==> src/rtl/tlr_pkg.sv <==
// ----------------------------------------------------------------------------
// tlr_pkg
// Shared widths, constants and side-band type for the TOF LOR pipeline.
// ----------------------------------------------------------------------------
package tlr_pkg;

	localparam int POS_W   = 19;              // hit / center coordinate
	localparam int TIME_W  = 20;              // hit time
	localparam int CHORD_W = POS_W + 1;       // first - second, first + second
	localparam int DT_W    = TIME_W + 1;
	localparam int DIR_W   = 16;              // Q1.15
	localparam int LS_W    = 24;              // light speed, Q0.24
	localparam int SUMSQ_W = 2 * CHORD_W;     // sum of three squares < 2^40
	localparam int RAD_W   = SUMSQ_W + 16;    // radicand S * 2^16
	localparam int ROOT_W  = RAD_W / 2;       // |c| in Q.8
	localparam int ACC_W   = RAD_W + 1;
	localparam int Q_W     = DIR_W;           // quotient bits, <= 2^15
	localparam int NUM_W   = CHORD_W + 23 + 1; // |c|*2^23 + L/2

	localparam logic [LS_W-1:0] LS_RESET = 24'd502969;

	typedef struct packed {
		logic [2:0][CHORD_W-1:0] c;    // chord, signed per axis
		logic [2:0][CHORD_W-1:0] sum;  // first + second, signed per axis
		logic [DT_W-1:0]         dt;   // second_time - first_time, signed
		logic                    degen;
	} side_t;

endpackage

==> src/rtl/tlr_sqrt.sv <==
// ----------------------------------------------------------------------------
// tlr_sqrt
// Pipelined integer square root, one result bit per stage, side-band carried.
// ----------------------------------------------------------------------------
module tlr_sqrt import tlr_pkg::*; (
	input  logic              clk,
	input  logic              arst_n,
	input  logic              en,
	input  logic              in_vld,
	input  logic [RAD_W-1:0]  in_rad,
	input  side_t             in_side,
	output logic              out_vld,
	output logic [ROOT_W-1:0] out_root,
	output side_t             out_side
);

	logic [RAD_W-1:0] rem_s  [0:ROOT_W];
	logic [ACC_W-1:0] acc_s  [0:ROOT_W];
	side_t            side_s [0:ROOT_W];
	logic [ROOT_W:0]  vld_s;

	assign rem_s[0]  = in_rad;
	assign acc_s[0]  = '0;
	assign side_s[0] = in_side;
	assign vld_s[0]  = in_vld;

	for (genvar k = 0; k < ROOT_W; k++) begin : g_stage
		localparam logic [ACC_W-1:0] BIT = ACC_W'(1) << (RAD_W - 2 - 2 * k);
		logic [ACC_W-1:0] trial;
		logic             ge;

		assign trial = acc_s[k] + BIT;
		assign ge    = {1'b0, rem_s[k]} >= trial;

		always_ff @(posedge clk or negedge arst_n) begin
			if (!arst_n) vld_s[k+1] <= 1'b0;
			else if (en) vld_s[k+1] <= vld_s[k];
		end

		always_ff @(posedge clk) begin
			if (en) begin
				rem_s[k+1]  <= ge ? rem_s[k] - trial[RAD_W-1:0] : rem_s[k];
				acc_s[k+1]  <= ge ? (acc_s[k] >> 1) + BIT : acc_s[k] >> 1;
				side_s[k+1] <= side_s[k];
			end
		end
	end

	assign out_vld  = vld_s[ROOT_W];
	assign out_root = acc_s[ROOT_W][ROOT_W-1:0];
	assign out_side = side_s[ROOT_W];

endmodule

==> config.mk <==
export PLATFORM = sky130hd
export DESIGN_NAME = tlr_sqrt
export DESIGN_NICKNAME = d
export VERILOG_FILES = /design/src/rtl/tlr_pkg.sv /design/src/rtl/tlr_sqrt.sv
export SDC_FILE = /design/constraint.sdc
export NUM_CORES = 2
export LEC_CHECK = 0
export BUFFER_PORTS_ARGS = -buffer_cell sky130_fd_sc_hd__buf_2
export CORE_MARGIN = 2
export CORE_UTILIZATION = 40
export CTS_CLUSTER_DIAMETER = 120
export DETAILED_ROUTE_END_ITERATION = 6
export GPL_TIMING_DRIVEN = 1
export PLACE_DENSITY = 0.67
export SLEW_MARGIN = 20
export SYNTH_ARGS = -nofsm -noshare
export SYNTH_HDL_FRONTEND = slang
export SYNTH_SLANG_ARGS = --single-unit
==> constraint.sdc <==
create_clock -name clk -period 3.8 [get_ports clk]
set_input_delay 0.19 -clock clk [delete_from_list [all_inputs] [get_ports clk]]
set_output_delay 0.19 -clock clk [all_outputs]
set_load 0.05 [all_outputs]
# Word-level counts from Yosys, hierarchy flattened
# Cells that the tools add are included.
[word_totals]
register_bits = 7083
latch_bits = 0
ram_bits = 0
rom_bits = 0
out_inout_bits = 171
memories = 0
[op_classes]
addsub = 81
n_mul = 0
div = 0
n_lt_le_gt_ge = 28
n_eq_ne = 0
shifts = 0
mux = 55
bitwise = 0
n_reduce_logical = 0
[op_table]
columns = ["cell", "count"]
rows = [
  ["two-way mux 56 bit", 53],
  ["greater-or-equal comparator 56 x 57 -> 1 bit", 27],
  ["subtractor 56 bit", 26],
  ["adder 56 x 11 -> 57 bit, second input constant", 1],
  ["adder 56 x 13 -> 57 bit, second input constant", 1],
  ["adder 56 x 15 -> 57 bit, second input constant", 1],
  ["adder 56 x 17 -> 57 bit, second input constant", 1],
  ["adder 56 x 19 -> 57 bit, second input constant", 1],
  ["adder 56 x 21 -> 57 bit, second input constant", 1],
  ["adder 56 x 23 -> 57 bit, second input constant", 1],
  ["adder 56 x 25 -> 57 bit, second input constant", 1],
  ["adder 56 x 27 -> 57 bit, second input constant", 1],
  ["adder 56 x 29 -> 57 bit, second input constant", 1],
  ["adder 56 x 3 -> 57 bit, second input constant", 1],
  ["adder 56 x 31 -> 57 bit, second input constant", 1],
  ["adder 56 x 33 -> 57 bit, second input constant", 1],
  ["adder 56 x 35 -> 57 bit, second input constant", 1],
  ["adder 56 x 37 -> 57 bit, second input constant", 1],
  ["adder 56 x 39 -> 57 bit, second input constant", 1],
  ["adder 56 x 41 -> 57 bit, second input constant", 1],
  ["adder 56 x 43 -> 57 bit, second input constant", 1],
  ["adder 56 x 45 -> 57 bit, second input constant", 1],
  ["adder 56 x 47 -> 57 bit, second input constant", 1],
  ["adder 56 x 49 -> 57 bit, second input constant", 1],
  ["other kinds (37)", 37],
]

# Logic depth before layout (Yosys ltp)
[logic_depth]
depth_word = 3
ltp_mapped = 13
ltp_nobuf = 12

# Worst setup path before layout
# No wires, ideal clock.
[synth_path]
kind = "register to register"
startpoint = "register rem_s[522] (netlist bit)"
endpoint = "register rem_s[501] (netlist bit), data pin"
setup_ns = 0.258
t_arrival_ns = 3.075
t_required_ns = 3.542
path_slack_ns = 0.467
stages_incl_launch_ff = 10
path_buffers = 0
period_less_slack_ns = 3.333
path_cell_list = "edfxtp_1 -> ha_1 -> o21a_1 -> or4_1 -> a41o_1 -> a2111oi_0 -> o21ai_0 -> nor4_1 -> nand3_1 -> xnor2_1"
[synth_between]
elab_chain_len = 2
[synth_lines]
columns = ["item", "line_no", "source"]
rows = [
  ["start, declared", "tlr_sqrt.sv:17", "logic [RAD_W-1:0] rem_s [0:ROOT_W];"],
  ["start signal, assigned by index", "tlr_sqrt.sv:42", "rem_s[k+1] <= ge ? rem_s[k] - trial[RAD_W-1:0] : rem_s[k];"],
  ["subtractor 56 bit or greater-or-equal comparator 56 x 57 -> 1 bit (tied branches)", "tlr_sqrt.sv:42, tlr_sqrt.sv:33", ""],
  ["two-way mux 56 bit *", "tlr_sqrt.sv:42", ""],
]
# Every way passes the cells marked *; elsewhere a longest branch is shown, timed or not.
# A chain may end at the register's enable or synchronous reset.

# Worst setup path in the final report
[layout_path]
startpoint = "register rem_s[292] (netlist bit)"
endpoint = "register rem_s[268] (netlist bit), data pin"
# The elaborated chain is that of the path after synthesis.

==> results.json <==
{
  "status": "finished, final reports clean",
  "drive_gt1_share_pct": 12.45,
  "synth-edff-count": 5894,
  "syn-num-nets": 12120,
  "fin_crit_sh_pct": 96.88,
  "dp_hpwl_mm": 218.2,
  "drt_iter0_drc": 6653,
  "numCtsBuffers": 600,
  "powerDensity_nw_per_um2": 606.7,
  "ant_nets": 0,
  "share_seq_of_total_power_pct": 53.7,
  "drt_first_pass_iters": 6,
  "synth_cell_type_count": 94,
  "clk_path_buf_depth": 4,
  "wire_per_inst_um": 16.75,
  "hold_path_class": "input pin to async pin",
  "r2r_end": "rem_s[268]",
  "async_flop_share_pct": 0.4728,
  "vias": 96240,
  "vias_per_cell": 4.733,
  "yosys-top-cells-area": "edfxtp_1 (83%), ha_1 (2.5%), xnor2_1 (1.4%)",
  "pwr-share-comb_pct": 9.1,
  "hold_violations": 0,
  "cp_cell_sequence": "ha_1 -> a2111oi_0 -> a21oi_1 -> nor2_1 -> o221ai_1 -> a211o_1 -> or2_1 -> nor4_1 -> xor2_1",
  "synth_top_area_cell": "edfxtp_1",
  "power.leakage_nw": 87.55,
  "reg2reg_from": "rem_s[292]",
  "dieArea_um2": 539800,
  "track_usage_pct": 12.31,
  "ys_warn_count": 0,
  "htreeDepth": 6,
  "slowest_stage": "a2111oi_0",
  "drc": 0,
  "n_fill_cell": 43820,
  "area.growth.synth_to_final_pct": 16.46,
  "die_x_um": 734.7,
  "syn_area_um2": 213600,
  "syn_avg_cell_area_um2": 18.60,
  "endpoint_kind": "flip-flop",
  "place_area_um2": 225500,
  "cp_max_fo": 4,
  "ir_drop_uv": 427.5,
  "required_ns": 4.56,
  "cts_sinks": 5922,
  "clk_latency_ns": 1.05,
  "start_util_pct": 40.13,
  "slew_headroom_pct": 25.99,
  "stdcell_area_um2": 248700,
  "cts_tree": "yes",
  "max_clock_freq_mhz": 271.6,
  "startpoint_type": "flip-flop",
  "rsz0062_at_grt": "no",
  "final.setup.worst_slack_ns": 0.1187,
  "clkPwrFrac_pct": 37.2,
  "ys_seq_elements": 5922,
  "fin_crit_ns": 3.681,
  "synthCells": 11480,
  "p_sw_mw": 35.17,
  "pin_count": 373,
  "num_rows": 268,
  "core-area_um2": 532200,
  "rrSetupSlack_ns": 0.12,
  "root_buffer": "clkbuf_16",
  "skew_ns": 0.08179,
  "die_h_um": 734.7,
  "gp_routability_congestion": 0.9556,
  "synth-seq-area-share_pct": 83.20,
  "grt_pass1_vias": 97620,
  "final_cell_mix": "edfxtp_1 (5,894), clkbuf_16 (605), inv_1 (524)",
  "cts.clk_slew.worst_paths_ns": 0.06,
  "max_slew.worst_pin.slew_ns": 1.100,
  "cp-startpoint": "rem_s[292]",
  "ys.flop_type": "edfxtp_1",
  "path_class": "flip-flop to flip-flop",
  "yosys.area.top_type_share_pct": 82.87,
  "critPathMaxStageDelay_ns": 0.77,
  "final_common_cell": "edfxtp_1",
  "grt_max_degree": 215,
  "antenna_found_initial": 12,
  "worst_r2r_path_depth": 9,
  "place_ws_ns": -0.3126,
  "grt_overflow_total": 0,
  "grt_pass1_wl_mm": 535.4,
  "slew_viol_final": 0,
  "cp.arrival_ns": 4.44,
  "switching_share_pct": 23.30,
  "maxCapViolations": 0,
  "p_int_mw": 115.8,
  "finalWirelength_mm": 340.7,
  "finalSetupViolCount": 0,
  "fin_nets": 13480,
  "io_buffers": 372
}
==> layer usage <==
| layer | wire (um) | up-vias | global-route usage [%] |
|---|---|---|---|
| met4 | 14660 | 0 | 5.299 |
| met2 | 169600 | 1963 | 21.44 |
| met3 | 13810 | 822 | 2.079 |
| li1 | - | 47030 | - |
| met5 | 0 | - | 0 |
| met1 | 142600 | 46430 | 15.16 |
==> worst max-delay path by stage <==
stage,end,slack [ns]
after global placement,rem_s[108],-0.32
after detailed placement,rem_s[108],-0.31
after global routing,rem_s[434],0.002
after CTS,rem_s[108],0.006
final,rem_s[268],0.12
after floorplan,rem_s[501],0.47
==> worst max-delay path: cells and delay by family (launching register included) <==
kind / cells / cell delay [ns]
compound gates: 4 / 1.76
xor+xnor: 1 / 0.12
flops: 1 / 0.40
simple gates: 3 / 0.76
fa+ha+maj: 1 / 0.37
==> flip-flops by register name, summed over array words and instances (netlist names) <==
name / count
acc_s: 378
out_side: 142
side_s: 3834
rem_s: 1512
vld_s: 27
out_vld: 1
out_root: 28
==> per-stage QoR <==
stage | setup TNS [ns] | total power [mW] | instances | hold slack [ns] | util, %
4_1_cts | 0 | 152.8 | 20330 | 0.01264 | 46.73
6_report | 0 | 150.9 | 20340 | 0.1991 | 46.74
5_1_grt | 0 | 157.4 | 20330 | 0.1074 | 46.74
3_5_place_dp | -5.961 | 95.76 | 18860 | 0.2353 | 42.37
2_1_floorplan | 0 | 90.26 | 11480 | -0.1056 | -
3_3_place_gp | -6.091 | 95.45 | 18860 | 0.2153 | 42.37
==> kinds of logic after synthesis <==
kind of cell | synth area share [%]
xor gates and xnor gates | 2.665
muxes | 0.4745
AOI/OAI and AO/OA | 4.033
adders and majority gates | 2.531
and+or+nand+nor | 5.291
DFF | 83.20
buffers and inverters | 1.808
==> timing repair <==
action / 4_1_cts / 5_1_grt
cloned: 0 / 0
hold buffers: 405 / 0
endpoints found under the hold margin: 1076 / 0
resized for setup: 1 / 6
setup endpoints to repair: 39 / 51
buffers inserted: 0 / 0
==> cell usage after synthesis (18+ instances only) <==
| library cell | n |
|---|---|
| a211oi_1 | 42 |
| a21o_1 | 156 |
| a21oi_1 | 425 |
| a31oi_1 | 45 |
| and2_1 | 22 |
| and3_1 | 30 |
| and4_1 | 21 |
| buf_4 | 170 |
| clkbuf_1 | 138 |
| dfrtp_1 | 28 |
| edfxtp_1 | 5894 |
| ha_1 | 432 |
| inv_1 | 524 |
| mux2_2 | 82 |
| nand2_1 | 487 |
| nand2b_1 | 86 |
| nand3_1 | 117 |
| nand3b_1 | 22 |
| nand4_1 | 126 |
| nand4b_1 | 24 |
| nor2_1 | 444 |
| nor2b_1 | 55 |
| nor3_1 | 215 |
| nor3b_1 | 18 |
| nor4_1 | 259 |
| nor4b_1 | 38 |
| o211ai_1 | 25 |
| o21a_1 | 76 |
| o21ai_0 | 348 |
| o21bai_1 | 42 |
| o31ai_1 | 43 |
| or2_2 | 23 |
| or3_1 | 52 |
| or4_1 | 70 |
| xnor2_1 | 335 |
| xor2_1 | 315 |
==> area by class of cell <==
cell class	instances	area [um2]	area share, %
well taps	7020	8783	3.531
flip-flops and latches	5922	177700	71.43
clock buffers	727	15600	6.270
clock inverters	344	3573	1.437
repair buffers	1082	8981	3.611
multi-input cells	4709	32130	12.92
inverters	527	1979	0.7958
diodes	4	10.01	0.004024
==> power by group through the flow <==
stage | Clock, mW | Sequential [mW] | Combinational, mW
2_1_floorplan | 0 | 81.1 | 9.12
5_1_grt | 60.5 | 81.6 | 15.4
3_3_place_gp | 0 | 82.2 | 13.2
6_report | 56.1 | 81.0 | 13.8
3_5_place_dp | 0 | 82.4 | 13.4
4_1_cts | 58.0 | 81.1 | 13.8
No activity file was read; power rests on OpenSTA's default activity.
